## config.mk

```make
export PLATFORM = sky130hd
export DESIGN_NAME = thumb_instruction_encoder_top
export DESIGN_NICKNAME = d
export VERILOG_FILES = /design/src/sv/tie_pkg.sv /design/src/sv/thumb_instruction_encoder_top.sv
export SDC_FILE = /design/constraint.sdc
export NUM_CORES = 1
export LEC_CHECK = 0
export ABC_AREA = 1
export ABC_CLOCK_PERIOD_IN_PS = 3700
export BUFFER_PORTS_ARGS = -buffer_cell sky130_fd_sc_hd__buf_2
export CAP_MARGIN = 20
export CELL_PAD_IN_SITES_DETAIL_PLACEMENT = 0
export CELL_PAD_IN_SITES_GLOBAL_PLACEMENT = 1
export CORE_UTILIZATION = 43
export CTS_BUF_LIST = sky130_fd_sc_hd__clkbuf_4 sky130_fd_sc_hd__clkbuf_8 sky130_fd_sc_hd__clkbuf_16
export DETAILED_ROUTE_END_ITERATION = 10
export PLACE_DENSITY = 0.95
export REMOVE_ABC_BUFFERS = 1
export SETUP_SLACK_MARGIN = 0.02
export SYNTH_ARGS = -nofsm -noshare
export SYNTH_HDL_FRONTEND = slang
export SYNTH_SLANG_ARGS = --single-unit
```

## constraint.sdc

```tcl
create_clock -name clk -period 3.7 [get_ports clk]
set_input_delay 0.925 -clock clk [delete_from_list [all_inputs] [get_ports clk]]
set_output_delay 0.925 -clock clk [all_outputs]
set_load 0.05 [all_outputs]
```

## src/sv/tie_pkg.sv

```systemverilog
`timescale 1ns / 1ps
// ----------------------------------------------------------------------------
// tie_pkg: shared types and opcode constants for the Thumb instruction encoder
// Holds the request kinds, the field widths and the base opcodes of every
// 16-bit and 32-bit encoding that the encoder produces.
// ----------------------------------------------------------------------------
package tie_pkg;

	// Field widths of one request beat and one result beat.
	localparam int ActionW = 5;
	localparam int RegW    = 4;
	localparam int LoRegW  = 3;
	localparam int ImmW    = 8;
	localparam int CondW   = 4;
	localparam int AluOpW  = 4;
	localparam int OffsetW = 25;
	localparam int MaskW   = 16;
	localparam int WordW   = 32;
	localparam int HalfW   = 16;

	// Request kinds.
	typedef enum logic [ActionW-1:0] {
		ACT_MOV_IMM  = 5'd0,
		ACT_MOV_REG  = 5'd1,
		ACT_ADD_REG  = 5'd2,
		ACT_ADD_IMM3 = 5'd3,
		ACT_ADD_IMM8 = 5'd4,
		ACT_SUB_REG  = 5'd5,
		ACT_SUB_IMM3 = 5'd6,
		ACT_SUB_IMM8 = 5'd7,
		ACT_CMP_IMM  = 5'd8,
		ACT_LDR_SP   = 5'd9,
		ACT_STR_SP   = 5'd10,
		ACT_LDR_IMM  = 5'd11,
		ACT_STR_IMM  = 5'd12,
		ACT_LDRB     = 5'd13,
		ACT_STRB     = 5'd14,
		ACT_PUSH     = 5'd15,
		ACT_POP      = 5'd16,
		ACT_B        = 5'd17,
		ACT_BL       = 5'd18,
		ACT_BX       = 5'd19,
		ACT_BCOND    = 5'd20,
		ACT_ALU      = 5'd21,
		ACT_ADD_SP   = 5'd22,
		ACT_SUB_SP   = 5'd23,
		ACT_SVC      = 5'd24,
		ACT_NOP      = 5'd25
	} action_t;

	// Highest condition code that a conditional branch accepts (LE).
	localparam logic [CondW-1:0] COND_LAST = 4'd13;

	// Base opcodes.
	localparam logic [HalfW-1:0] OP_MOV_IMM  = 16'h2000;
	localparam logic [HalfW-1:0] OP_CMP_IMM  = 16'h2800;
	localparam logic [HalfW-1:0] OP_ADD_IMM8 = 16'h3000;
	localparam logic [HalfW-1:0] OP_SUB_IMM8 = 16'h3800;
	localparam logic [HalfW-1:0] OP_ADD_REG  = 16'h1800;
	localparam logic [HalfW-1:0] OP_SUB_REG  = 16'h1A00;
	localparam logic [HalfW-1:0] OP_ADD_IMM3 = 16'h1C00;
	localparam logic [HalfW-1:0] OP_SUB_IMM3 = 16'h1E00;
	localparam logic [HalfW-1:0] OP_ALU      = 16'h4000;
	localparam logic [HalfW-1:0] OP_MOV_HI   = 16'h4600;
	localparam logic [HalfW-1:0] OP_BX       = 16'h4700;
	localparam logic [HalfW-1:0] OP_STR_IMM  = 16'h6000;
	localparam logic [HalfW-1:0] OP_LDR_IMM  = 16'h6800;
	localparam logic [HalfW-1:0] OP_STRB     = 16'h7000;
	localparam logic [HalfW-1:0] OP_LDRB     = 16'h7800;
	localparam logic [HalfW-1:0] OP_STR_SP   = 16'h9000;
	localparam logic [HalfW-1:0] OP_LDR_SP   = 16'h9800;
	localparam logic [HalfW-1:0] OP_ADD_SP   = 16'hB000;
	localparam logic [HalfW-1:0] OP_SUB_SP   = 16'hB080;
	localparam logic [HalfW-1:0] OP_PUSH     = 16'hB400;
	localparam logic [HalfW-1:0] OP_POP      = 16'hBC00;
	localparam logic [HalfW-1:0] OP_NOP      = 16'hBF00;
	localparam logic [HalfW-1:0] OP_BCOND    = 16'hD000;
	localparam logic [HalfW-1:0] OP_SVC      = 16'hDF00;
	localparam logic [HalfW-1:0] OP_B        = 16'hE000;
	localparam logic [HalfW-1:0] OP_BL_HI    = 16'hF000;
	localparam logic [HalfW-1:0] OP_BL_LO    = 16'hD000;

endpackage

```

## src/sv/thumb_instruction_encoder_top.sv

```systemverilog
`timescale 1ns / 1ps
// ----------------------------------------------------------------------------
// thumb_instruction_encoder_top: Thumb instruction encoder
// Turns one instruction request into its Thumb machine encoding. 16-bit kinds
// come back in the low half of instr_word; BL returns both halfwords, the
// first one in the upper half.
//
//   Channel   Handshake                 Payload
//   request   start, busy (always low)  action .. register_mask
//   result    done (one-cycle strobe)   instr_word, is_wide
//
// A request beat is taken at every edge with start high; busy never rises.
// The result strobe follows from the request edge through the input register
// and then the result register, which captures the encoding.
// One beat per cycle is sustained, since each stage holds one request.
// Reset clears both stage valid flags; payload registers are not reset.
// The receiver cannot stall, so nothing is held back.
// ----------------------------------------------------------------------------
module thumb_instruction_encoder_top
	import tie_pkg::*;
(
	input  logic                      clk,
	input  logic                      arst_n,
	input  logic                      start,
	output logic                      busy,
	input  logic [ActionW-1:0]        action,
	input  logic [RegW-1:0]           dest_reg,
	input  logic [LoRegW-1:0]         base_reg,
	input  logic [RegW-1:0]           src_reg,
	input  logic [ImmW-1:0]           immediate,
	input  logic [CondW-1:0]          cond_code,
	input  logic [AluOpW-1:0]         alu_operation,
	input  logic signed [OffsetW-1:0] branch_offset,
	input  logic [MaskW-1:0]          register_mask,
	output logic                      done,
	output logic [WordW-1:0]          instr_word,
	output logic                      is_wide
);

	logic                 valid_s1;
	logic [ActionW-1:0]   action_s1;
	logic [RegW-1:0]      rd_s1;
	logic [LoRegW-1:0]    rn_s1;
	logic [RegW-1:0]      rm_s1;
	logic [ImmW-1:0]      imm_s1;
	logic [CondW-1:0]     cond_s1;
	logic [AluOpW-1:0]    op_s1;
	logic [OffsetW-1:0]   off_s1;
	logic [MaskW-1:0]     mask_s1;

	logic                 valid_s2;
	logic [WordW-1:0]     word_s2;
	logic                 wide_s2;

	logic [WordW-1:0]     word_d;
	logic                 wide_d;
	logic [HalfW-1:0]     half_d;
	logic [LoRegW-1:0]    rd_lo;
	logic [LoRegW-1:0]    rm_lo;
	logic                 bl_s;
	logic                 bl_j1;
	logic                 bl_j2;

	// Every request is taken at once.
	assign busy = 1'b0;

	// Input register valid flag.
	always_ff @(posedge clk or negedge arst_n) begin
		if (!arst_n) begin
			valid_s1 <= 1'b0;
		end else begin
			valid_s1 <= start;
		end
	end

	// Input register payload, loaded with each request beat.
	always_ff @(posedge clk) begin
		if (start) begin
			action_s1 <= action;
			rd_s1     <= dest_reg;
			rn_s1     <= base_reg;
			rm_s1     <= src_reg;
			imm_s1    <= immediate;
			cond_s1   <= cond_code;
			op_s1     <= alu_operation;
			off_s1    <= branch_offset;
			mask_s1   <= register_mask;
		end
	end

	assign rd_lo = rd_s1[LoRegW-1:0];
	assign rm_lo = rm_s1[LoRegW-1:0];

	// BL sign and J bits from offset bits 24, 23 and 22.
	assign bl_s  = off_s1[24];
	assign bl_j1 = ~(off_s1[23] ^ bl_s);
	assign bl_j2 = ~(off_s1[22] ^ bl_s);

	// Field packing per kind; unknown kinds and Bcond codes above LE give NOP.
	always_comb begin
		half_d = OP_NOP;
		wide_d = 1'b0;
		word_d = '0;
		case (action_t'(action_s1))
			ACT_MOV_IMM:  half_d = OP_MOV_IMM | {5'd0, rd_lo, imm_s1};
			ACT_MOV_REG: begin
				if (!rd_s1[3] && !rm_s1[3]) begin
					half_d = OP_ADD_IMM3 | {10'd0, rm_lo, rd_lo};
				end else begin
					half_d = OP_MOV_HI | {8'd0, rd_s1[3], rm_s1, rd_lo};
				end
			end
			ACT_ADD_REG:  half_d = OP_ADD_REG | {7'd0, rm_lo, rn_s1, rd_lo};
			ACT_ADD_IMM3: half_d = OP_ADD_IMM3 | {7'd0, imm_s1[2:0], rn_s1, rd_lo};
			ACT_ADD_IMM8: half_d = OP_ADD_IMM8 | {5'd0, rd_lo, imm_s1};
			ACT_SUB_REG:  half_d = OP_SUB_REG | {7'd0, rm_lo, rn_s1, rd_lo};
			ACT_SUB_IMM3: half_d = OP_SUB_IMM3 | {7'd0, imm_s1[2:0], rn_s1, rd_lo};
			ACT_SUB_IMM8: half_d = OP_SUB_IMM8 | {5'd0, rd_lo, imm_s1};
			ACT_CMP_IMM:  half_d = OP_CMP_IMM | {5'd0, rd_lo, imm_s1};
			ACT_LDR_SP:   half_d = OP_LDR_SP | {5'd0, rd_lo, imm_s1};
			ACT_STR_SP:   half_d = OP_STR_SP | {5'd0, rd_lo, imm_s1};
			ACT_LDR_IMM:  half_d = OP_LDR_IMM | {5'd0, imm_s1[4:0], rn_s1, rd_lo};
			ACT_STR_IMM:  half_d = OP_STR_IMM | {5'd0, imm_s1[4:0], rn_s1, rd_lo};
			ACT_LDRB:     half_d = OP_LDRB | {5'd0, imm_s1[4:0], rn_s1, rd_lo};
			ACT_STRB:     half_d = OP_STRB | {5'd0, imm_s1[4:0], rn_s1, rd_lo};
			ACT_PUSH:     half_d = OP_PUSH | {7'd0, mask_s1[14], mask_s1[7:0]};
			ACT_POP:      half_d = OP_POP | {7'd0, mask_s1[15], mask_s1[7:0]};
			ACT_B:        half_d = OP_B | {5'd0, off_s1[11:1]};
			ACT_BL:       wide_d = 1'b1;
			ACT_BX:       half_d = OP_BX | {9'd0, rm_s1, 3'd0};
			ACT_BCOND: begin
				if (cond_s1 <= COND_LAST) begin
					half_d = OP_BCOND | {4'd0, cond_s1, off_s1[8:1]};
				end
			end
			ACT_ALU:      half_d = OP_ALU | {6'd0, op_s1, rm_lo, rd_lo};
			ACT_ADD_SP:   half_d = OP_ADD_SP | {9'd0, imm_s1[6:0]};
			ACT_SUB_SP:   half_d = OP_SUB_SP | {9'd0, imm_s1[6:0]};
			ACT_SVC:      half_d = OP_SVC | {8'd0, imm_s1};
			ACT_NOP:      half_d = OP_NOP;
			default:      half_d = OP_NOP;
		endcase
		if (wide_d) begin
			word_d = {OP_BL_HI | {5'd0, bl_s, off_s1[21:12]},
			          OP_BL_LO | {2'd0, bl_j1, 1'b0, bl_j2, off_s1[11:1]}};
		end else begin
			word_d = {{HalfW{1'b0}}, half_d};
		end
	end

	// Result register valid flag, which is the result strobe.
	always_ff @(posedge clk or negedge arst_n) begin
		if (!arst_n) begin
			valid_s2 <= 1'b0;
		end else begin
			valid_s2 <= valid_s1;
		end
	end

	// Result register payload.
	always_ff @(posedge clk) begin
		if (valid_s1) begin
			word_s2 <= word_d;
			wide_s2 <= wide_d;
		end
	end

	assign done       = valid_s2;
	assign instr_word = word_s2;
	assign is_wide    = wide_s2;

endmodule
```

==> After elaboration in Yosys (flattened, before gate mapping) <==
Index checks and enable logic that the tools add are counted.
{ "word_totals": {"regBits": 108, "output_inout_bits": 35} }
{ "classes": {"order_cmp": 1, "eq_ne": 24, "n_mux": 5, "reduce_logical": 4, "bitwise_logic": 4} }
{ "op_table": {"columns": ["op", "n"], "rows": [
  ["case mux 16 bit (24 select lines)", 1],
  ["equality test 5 bit, second input constant", 9],
  ["equality test 5 x 4 -> 1 bit, second input constant", 8],
  ["2-to-1 mux 32 bit", 1],
  ["2-to-1 mux 15 bit", 2],
  ["equality test 5 x 3 -> 1 bit, second input constant", 4],
  ["equality test 5 x 2 -> 1 bit, second input constant", 2],
  ["equality test 5 x 1 -> 1 bit, second input constant", 1],
  ["zero test 5 bit", 1],
  ["less-or-equal comparator 4 bit, second input constant", 1],
  ["zero test 1 bit", 2],
  ["inverter 1 bit", 2],
  ["XOR 1 bit", 2],
  ["logical AND 1 bit", 1],
  ["2-to-1 mux 1 bit", 1]
]} }

==> Depth between registers and ports, before layout <==
Gate-level depths: netlist of the first run.
{ "logic_depth": {"word_depth": 5, "ltp_mapped": 11, "depth_no_buf": 10} }

==> Least setup slack after synthesis of the first run <==
No wires, ideal clock.
{ "synth_timing": {"kind": "reg-to-output", "from": "register instr_word[30] (netlist name)", "to": "output port instr_word[28]", "arrival_time_ns": 0.960, "path_stages_with_launch": 2, "required_time_ns": 2.775, "path_slack_ns": 1.815, "cell_sequence": "edfxtp_1 > buf_4"} }
{ "synth_rtl": {"columns": ["item", "line", "source"], "rows": [
  ["end, declared", "thumb_instruction_encoder_top.sv:36", "output logic [WordW-1:0] instr_word,"]
]} }

==> Final worst setup path of the first run <==
{ "layout_timing": {"from": "register action_s1[4]", "to": "register word_s2[8], in the netlist instr_word[8] (data pin)"} }
{ "layout_via": {"elab_chain_len": 3, "word_cells_on_any_way": 28, "classes_between": "eq/ne (24); mux (3); reduce/logical (1)"} }
{ "layout_rtl": {"columns": ["item", "line", "source"], "rows": [
  ["start, declared", "thumb_instruction_encoder_top.sv:41", "logic [ActionW-1:0] action_s1;"],
  ["start signal, assigned", "thumb_instruction_encoder_top.sv:79", "action_s1 <= action;"],
  ["equality test 5 bit, or another cell as far along", "thumb_instruction_encoder_top.sv:104", "case (action_t'(action_s1))"],
  ["case mux 16 bit (24 select lines) / 2-to-1 mux 1 bit (equally long branches)", "thumb_instruction_encoder_top.sv:104", null],
  ["2-to-1 mux 32 bit *", "thumb_instruction_encoder_top.sv:143", "if (wide_d) begin"],
  ["via word_d[8]", "thumb_instruction_encoder_top.sv:55", "logic [WordW-1:0] word_d;"],
  ["end signal, assigned", "thumb_instruction_encoder_top.sv:163", "word_s2 <= word_d;"],
  ["end, declared", "thumb_instruction_encoder_top.sv:52", "logic [WordW-1:0] word_s2;"]
]} }
The timed path passes the listed nets; every way through them passes the cells marked *.
A chain may end at the register's enable or synchronous reset.

==> results of run 1 <==
## metrics by stage
stage	total power, µW	util (%)	hold slack [ns]	worst slack (ns)	instances
after global routing	2610	52.9	0.274	1.17	663
after CTS	2520	52.6	0.284	1.39	662
after detailed placement	1830	50.6	0.535	1.40	646
final	2510	52.9	0.294	1.30	663
after floorplan	1670	-	0.509	0.963	410
after global placement	1820	50.6	0.523	1.40	646
## synth_stat cells, types with 3 or more instances
cell type  count
inv_1         36
nor2_2         5
nor2_1        70
inv_2          9
o21ai_0        6
edfxtp_1      94
o211ai_1       3
a21oi_1       10
nand3_1       41
nand3_2        3
nand4_1       11
nand2_1      103
buf_4          9
## worst max-delay path, stage by stage, from the launching register on
cell and delay, ns:
edfxtp_1 0.73, inv_2 0.34, nand3_1 0.23, nor2_1 0.07, nor2_2 0.24, nand2_1 0.13
nand2_1 0.08, nand2_1 0.05, nor2_1 0.19, a21oi_1 0.09
## worst paths after layout
kind | to | slack, ns
hold reg to reg | instr_word[16] | 0.56
hold / removal | valid_s1 | 0.29
setup reg to reg | instr_word[8] | 1.30
min in group clk | instr_word[16] | 0.56
max in group asynchronous | done | 3.31
setup / recovery | instr_word[8] | 1.30
## registers in the layout, summed over array words and instances (netlist names), 4 cells and up
signal	cells
instr_word	28
off_s1	24
mask_s1	10
imm_s1	8
action_s1	5
cond_s1	4
op_s1	4
rd_s1	4
rm_s1	4
## layout by cell type, fill, tap and decap left out, types with 5 or more instances in the layout
cell type    n
nand3_1     41
buf_2      101
nor2_2       5
nand2_1    103
inv_2        9
inv_1       36
nand4_1     11
nor2_1      70
clkbuf_8     9
o21ai_0      6
a21oi_1     10
edfxtp_1    94
## power groups by stage
stage	combinational [µW]	clock, µW	sequential (µW)
2_1_floorplan	143	0	1530
3_3_place_gp	427	0	1390
3_5_place_dp	434	0	1390
4_1_cts	435	712	1370
5_1_grt	482	752	1380
6_report	444	698	1370
## logic make-up (layout without fill, tap and decap cells)
family          after synthesis  count (layout)  share of synthesized area (%)
flops                        96              96                           66.1
other cells                   1               2                         0.0862
buf+inv                      59             165                           6.10
simple gates                242             242                           24.3
xor+xnor                      2               2                          0.403
compound gates               23              23                           3.05
## area by class of cell
class	instances	area share, %
clock buffer	9	2.40
inverter	45	3.27
tap	133	3.22
timing repair buffer	104	10.6
multi-input combinational	269	23.5
sequential	96	55.6
clock inverter	7	1.48
## metal layers
layer  wire, µm  track usage [%]  share of wire (%)
met5          0                0                  0
met4        301             9.12                2.9
met3        664             5.42                6.5
met2       4970             32.7                 49
met1       4300             26.2                 42
==> qor.csv, run 1 <==
metric,value,unit
outcome,finished clean,
worst_slew_pin_slew,0.862,ns
cp-start-kind,flip-flop,
worstSetupEndpointType,flip-flop,
post_cts_buffers,0,
gr-total-overflow,0,
power.leakage,0.00234,µW
syn_inst,423,
first_iter_violations,215,
worstSetupPathType,flip-flop to flip-flop,
die_y,103,µm
seq_area_frac_synth,66.1,%
final_antenna_net_count,0,
ir_worst_vdd,264,µV
cp.arrival,2.53,ns
critical_path_required,3.83,ns
grt_pass1_wl,15500,µm
switchingPower,809,µW
period_needed,2.40,ns
routed_wl,10200,µm
synthTopCellsByArea,"edfxtp_1, nand2_1, nor2_1, nand3_1, inv_1",
finalHoldViolCount,0,
drc,0,
via_per_inst,4.98,
syn_area_per_cell,10.3,µm²
synth_cell_types,28,
htree_levels,3,
grt_setup_unrepaired,no,
grt_pass1_vias,3030,
synth_top_area_cell,edfxtp_1,
clock.fmax,417,MHz
num_io_pins,111,
cp_max_fo,25,
syn_to_final_growth,18.9,%
dr.pass1.iters,5,
seq_area,0.00287,mm²
max-slew-margin-rel,42.5,%
cts_tree,built,
cts_root_buf,clkbuf_8,
multi_input_area,0.00121,mm²
dieArea,0.0105,mm²
wl_per_cell,15.4,µm
dieWidth,103,µm
p_clk_share,27.8,%
p_comb_share,17.7,%
synth_warnings,0,
design_area,0.00517,mm²
synth_edf_count,94,
clk_latency,0.39,ns
core_area,0.00977,mm²
crit_start,action_s1[4],
num_antenna_cells,0,
drv_slew,0,
place_congestion,0.952,
vias,3300,
cts.clk_slew.worst_paths,0.11,ns
worst_clock_skew,0.0146,ns
cts_made_buffers,9,
maxCapViolCount,0,
hold_buffers,0,
hpwl,7460,µm
syn_area,0.00435,mm²
min_period_over_period,64.8,%
fillers,883,
reg2reg_depth,9,
initial_core_util,44.5,%
nNetsFinal,601,
power_frac_seq,54.5,%
async_reset_ff_share,2.08,%
ys_ff_latch,96,
finalSetupViolCount,0,
layout-drive-gt1-share,26.8,%
rows,36,
hp-class,primary input to asynchronous set/reset pin,
port_buffers,101,
clockBufferDepth,2,
intPower,1700,µW
power.density,485,mW/mm²
antenna_found_initial,0,
rr_startpoint,action_s1[4],
synth_top_area_share,64.9,%
synth_ff_type,edfxtp_1,
cts_resized,0,
grt.total_usage,20.5,%
finalSetupTns,0,ns
p_sw_share,32.2,%
placed_area,0.00494,mm²
cts.sinks,96,
grt_max_degree,41,
Power figures use the tool's default switching activity.
==> run 2: changes to the inputs <==
--- a/config.mk
+++ b/config.mk
@@ -5,16 +5,16 @@
 export SDC_FILE = /design/constraint.sdc
 export NUM_CORES = 1
 export LEC_CHECK = 0
-export ABC_AREA = 1
-export ABC_CLOCK_PERIOD_IN_PS = 3700
+export ABC_AREA = 0
+export ABC_CLOCK_PERIOD_IN_PS = 1950
 export BUFFER_PORTS_ARGS = -buffer_cell sky130_fd_sc_hd__buf_2
 export CAP_MARGIN = 20
 export CELL_PAD_IN_SITES_DETAIL_PLACEMENT = 0
 export CELL_PAD_IN_SITES_GLOBAL_PLACEMENT = 1
-export CORE_UTILIZATION = 43
+export CORE_UTILIZATION = 38
 export CTS_BUF_LIST = sky130_fd_sc_hd__clkbuf_4 sky130_fd_sc_hd__clkbuf_8 sky130_fd_sc_hd__clkbuf_16
 export DETAILED_ROUTE_END_ITERATION = 10
-export PLACE_DENSITY = 0.95
+export PLACE_DENSITY = 0.87
 export REMOVE_ABC_BUFFERS = 1
 export SETUP_SLACK_MARGIN = 0.02
 export SYNTH_ARGS = -nofsm -noshare
==> constraint.sdc (replaced) <==
create_clock -name clk -period 1.95 [get_ports clk]
set_input_delay 0.4875 -clock clk [delete_from_list [all_inputs] [get_ports clk]]
set_output_delay 0.4875 -clock clk [all_outputs]
set_load 0.05 [all_outputs]
==> run 2 against run 1 <==
Compared with the run above:
- the flow now finishes with violations (setup timing)
- sequential cell count stayed put
- critical path depth shrank 2
- sequential power rose by 86%
- cell area rose by 11%
- maximum frequency increased by 21%
- combinational power grew to 2.5 times the previous value
- sequential share of layout area decreased by 5.4 points
- setup slack worse by 1.3 ns
- routed wire length fell by 3.8%
- clock-buffer cell count unchanged
- critical path type unchanged
- critical endpoint unchanged
==> qor.csv, run 2 <==
metric,value,unit
postLayoutCoreUtil,53.0,%
finalSetupTns,-0.0326,ns
max_stage_delay,0.39,ns
synth.most_common_cell,edfxtp_1,
clockBufferDepth,2,
grt_max_degree,68,
synth_cell_types,58,
syn_area_per_cell,13.9,µm²
wl_per_cell,16.4,µm
cts_root_buf,clkbuf_8,
p_total,4790,µW
grt.total_usage,18.1,%
synth_ff_type,edfxtp_1,
layout_commonest_cell,buf_2,
dieWidth,107,µm
grt_pass1_wl,15500,µm
min_period_over_period,102,%
cp.arrival,2.11,ns
critical_path.top_delay_family,compound AO/OA/AOI/OAI gates,
worst_slew_pin_slew,0.515,ns
htree_levels,3,
drc,0,
place_congestion,0.854,
synthTopCellsByArea,"edfxtp_1, buf_4, and2_1, o21ai_0, a21oi_1",
period_needed,1.98,ns
hpwl,6950,µm
cts_tree,built,
clk_latency,0.36,ns
initial_core_util,39.0,%
worstSetupPathType,flip-flop to flip-flop,
syn_inst,302,
num_io_pins,111,
synth_top_area_share,67.1,%
violations,setup timing,
clock.fmax,504,MHz
gr-total-overflow,0,
cp-start-kind,flip-flop,
synth_edf_count,94,
max-slew-margin-rel,65.6,%
ys_ff_latch,96,
synth_warnings,0,
cp_slowest_cell,edfxtp_1,
routed_wl,9850,µm
dr.pass1.iters,4,
async_reset_ff_share,2.08,%
ir_worst_vdd,395,µV
vias,3062,
num_antenna_cells,0,
final_cell_mix,"buf_2, edfxtp_1, buf_4",
first_iter_violations,150,
power.leakage,0.00227,µW
grt_setup_unrepaired,yes,
drv_slew,0,
synth_top_area_cell,edfxtp_1,
finalHoldViolCount,0,
largest_reg_flops,28,
via_per_inst,5.09,
syn_area,0.00421,mm²
worstSetupEndpointType,flip-flop,
core_area,0.0108,mm²
worst_clock_skew,0.00755,ns
antenna_found_initial,0,
maxCapViolCount,0,
finalSetupViolCount,1,
critical_path_required,2.07,ns
grt_pass1_vias,3071,
die_y,107,µm
setup_ws,-0.0326,ns
nNetsFinal,533,
final_antenna_net_count,0,
power.density,836,mW/mm²
cp_max_fo,7,
synth_common_cells,"edfxtp_1, nor2_1, nand2_1, o21ai_0, a21oi_1",
hp-class,primary input to flip-flop,
outcome,finished with violations,
cts.sinks,96,
seq_area_frac_synth,68.3,%
dieArea,0.0115,mm²
cts_made_buffers,9,
layout-drive-gt1-share,48.5,%
port_buffers,101,
crit_chain,"buf_6, buf_12, mux2_4, o211a_4, a221o_1, a211oi_2, nor2_1",
cts.clk_slew.worst_paths,0.09,ns
rows,38,
syn_to_final_growth,36.1,%
cp_num_buf_inv,2,
## run 2: cell types whose count changed after synthesis, moves of 6 or more
| cell | change |
|---|---|
| and2_1 | +13 |
| nor2b_1 | +11 |
| a221o_1 | +6 |
| buf_2 | +6 |
| inv_1 | -34 |
| nand2b_1 | +7 |
| nand2_1 | -88 |
| nand3_1 | -39 |
| inv_2 | -7 |
| nand4_1 | -10 |
| nor2_1 | -54 |
| o21ai_0 | +9 |
## run 2: kinds of logic (layout without fill, tap and decap cells)
family | after synthesis | after routing | synth area share (%)
flops | 96 | 96 | 68.3
compound gates | 86 | 86 | 15.2
simple gates | 86 | 86 | 11.1
buf+inv | 28 | 187 | 4.08
xor+xnor | 3 | 3 | 0.625
mux | 2 | 2 | 0.595
other cells | 1 | 2 | 0.0891
## run 2: cell type report
type                            count  area (µm²)
Timing Repair Buffer              167        1130
Clock buffer                        9         124
Clock inverter                      7        48.8
Sequential cell                    96        2870
Inverter                            4        15.0
Tap cell                          140         175
Multi-Input combinational cell    179        1360
Fill cell                         925        5070
## run 2: worst reg2reg max path: stages (launching register included)
cell and delay, ns:
edfxtp_1 0.39, buf_6 0.15, buf_12 0.13, mux2_4 0.26, o211a_4 0.25, a221o_1 0.35
a211oi_2 0.15, nor2_1 0.07
## run 2: where the power goes
group          internal [µW]  switching [µW]  total (µW)
Sequential              2470            79.2        2550
Clock                    460             668        1130
Combinational            448             658        1110
## run 2: what timing repair did
| item | in CTS | in global routing |
|---|---|---|
| endpoints found under the hold margin | 2 | 0 |
| endpoints found under the setup margin | 11 | 14 |
| buffers inserted | 4 | 7 |
| gates resized for setup | 24 | 33 |
| cloned | 2 | 0 |
| hold buffers | 1 | 0 |
| pin swaps | 13 | 26 |
## run 2: stage by stage
stage	worst slack, ns	std cells	instance area, µm²	hold WS (ns)
after CTS	-0.0324	595	5500	0.274
after floorplan	-0.350	279	4050	0.192
final	-0.0326	602	5720	0.291
after global routing	-0.133	602	5720	0.261
after detailed placement	-0.119	573	5170	0.275
after global placement	-0.0975	573	5170	0.273
## run 2: path summary, 6_finish.rpt
path	endpoint	slack [ns]	depth (start not counted)	start
max	instr_word[8]	-0.03	7	action_s1[2]
min	mask_s1[7]	0.29	1	register_mask[7]
max reg2reg	instr_word[8]	-0.03	7	action_s1[2]
min reg2reg	instr_word[17]	0.52	1	off_s1[13]
max in group asynchronous	done	1.42	2	arst_n
min in group asynchronous	valid_s1	0.44	2	arst_n
## run 2: routing by layer
metal	global-route usage, %	part of all wire, %	up-vias
met5	0	0	-
met2	28.9	47	108
met3	4.26	5.9	20
li1	-	-	1478
met4	8.51	2.2	0
met1	23.2	45	1456
==> run 3: changes to the inputs <==
--- a/config.mk
+++ b/config.mk
@@ -17,6 +17,7 @@
 export PLACE_DENSITY = 0.87
 export REMOVE_ABC_BUFFERS = 1
 export SETUP_SLACK_MARGIN = 0.02
+export SKIP_LAST_GASP = 1
 export SYNTH_ARGS = -nofsm -noshare
 export SYNTH_HDL_FRONTEND = slang
 export SYNTH_SLANG_ARGS = --single-unit
==> run 3 against run 2 <==
Compared with the run above:
- the flow still finishes with violations (setup timing)
- clock power hardly changed
- largest cell class unchanged
- largest power group unchanged
- routed wire length grew 2.3%
- register-to-register slack lost 0.02 ns
- power up 0.58%
- first-iteration DRC count increased by 12%
- core utilization increased by 0.63 points
- sequential share of layout area shrank 0.59 points
- final cell count increased by 0.83%
- critical path depth increased by 1
- hold slack hardly changed
- combinational power is essentially flat
==> qor.csv, run 3 (same netlist as run 2, synthesis figures left out) <==
metric,value,unit
met1_length,4350,µm
hold_depth,1,
crit_top_cell,buf_12,
outcome,finished with violations,
via_per_inst,5.14,
setup_ws,-0.0564,ns
cp.depth,8,
htree_levels,3,
critical_path_required,2.06,ns
syn_to_final_growth,37.7,%
cp_slowest_cell,edfxtp_1,
routed_wl,10100,µm
maxCapViolCount,0,
finalHoldViolCount,0,
route.met3.wl,615,µm
antenna_found_initial,0,
clock.fmax,498,MHz
layout_commonest_cell,buf_2,
port_buffers,101,
worst_slew_pin_slew,0.512,ns
power.density,832,mW/mm²
hpwl,6950,µm
cts_root_buf,clkbuf_8,
whs,0.291,ns
grt_setup_unrepaired,yes,
period_needed,2.01,ns
cts.sinks,96,
grt.total_usage,18.1,%
clk_latency,0.36,ns
finalSetupTns,-0.127,ns
final_cell_mix,"buf_2, edfxtp_1, buf_4",
reg2reg_depth,8,
dr.pass1.iters,4,
design_area,0.00579,mm²
violations,setup timing,
cp_num_buf_inv,3,
num_io_pins,111,
grt_pass1_wl,15500,µm
place_congestion,0.854,
worstSetupEndpointType,flip-flop,
core_area,0.0108,mm²
worst_clock_skew,0.00624,ns
vias,3119,
cts_made_buffers,9,
nNetsFinal,538,
cts_tree,built,
min_period_over_period,103,%
final_antenna_net_count,0,
grt_pass1_vias,3071,
cp-start-kind,flip-flop,
ir_worst_vdd,393,µV
crit_chain,"buf_6, buf_12, mux2_4, o211a_4, buf_12, nand2_4, o21ai_2, o32a_1",
fillers,919,
dieArea,0.0115,mm²
hp-class,primary input to flip-flop,
clockBufferDepth,2,
first_iter_violations,168,
dieWidth,107,µm
finalSetupViolCount,4,
die_y,107,µm
cts.clk_slew.worst_paths,0.09,ns
drc,0,
worstSetupPathType,flip-flop to flip-flop,
grt_max_degree,68,
routed.top_layer,met4,
critical_path.top_delay_family,compound AO/OA/AOI/OAI gates,
drv_slew,0,
rows,38,
wl_per_cell,16.6,µm
max-slew-margin-rel,65.9,%
dr_wl_met2,4850,µm
max_stage_delay,0.39,ns
p_total,4810,µW
cp.arrival,2.12,ns
gr-total-overflow,0,
placed_area,0.00517,mm²
largest_reg_flops,28,
num_antenna_cells,0,
layout-drive-gt1-share,48.8,%
power.leakage,0.00230,µW
cp_max_fo,6,
initial_core_util,39.0,%
==> run 3: final timing paths <==
| kind | start | to | slack (ns) |
|---|---|---|---|
| setup / recovery | action_s1[2] | instr_word[9] | -0.06 |
| hold / removal | register_mask[7] | mask_s1[7] | 0.29 |
| setup reg to reg | action_s1[2] | instr_word[9] | -0.06 |
| hold reg to reg | off_s1[13] | instr_word[17] | 0.53 |
| max in group asynchronous | arst_n | done | 1.42 |
| min in group asynchronous | arst_n | valid_s1 | 0.44 |
==> run 3: layout make-up <==
type	count	area [µm²]	share of cell area, %
Tap cell	140	175	3.03
Sequential cell	96	2870	49.6
Clock buffer	9	124	2.14
Inverter	4	18.8	0.324
Clock inverter	7	48.8	0.843
Timing Repair Buffer	172	1190	20.5
Multi-Input combinational cell	179	1360	23.5
==> run 3: repair_timing <==
item                                    in CTS  in global routing
gates resized for setup                     23                 35
hold buffers                                 1                  0
gates cloned                                 2                  1
endpoints found under the hold margin        2                  0
setup buffers                                4                 11
pin swaps                                   12                 22
endpoints found under the setup margin      11                 14
==> run 3: power by group <==
part	internal (µW)	switching, µW
sequential	2470	80.0
clock	460	663
combinational	468	670
total	3400	1410
==> run 3: metal layers <==
| metal | vias up | track usage, % |
|---|---|---|
| met5 | - | 0 |
| met4 | 0 | 8.51 |
| met3 | 21 | 4.26 |
| met2 | 114 | 28.9 |
| met1 | 1497 | 23.2 |
| li1 | 1487 | - |
==> run 3: through the flow <==
stage | utilization, % | std cells | setup WS [ns]
3_5_place_dp | 47.9 | 573 | -0.119
2_1_floorplan | - | 279 | -0.350
6_report | 53.7 | 607 | -0.0564
3_3_place_gp | 47.9 | 573 | -0.0975
4_1_cts | 51.0 | 595 | -0.0324
5_1_grt | 53.7 | 607 | -0.146
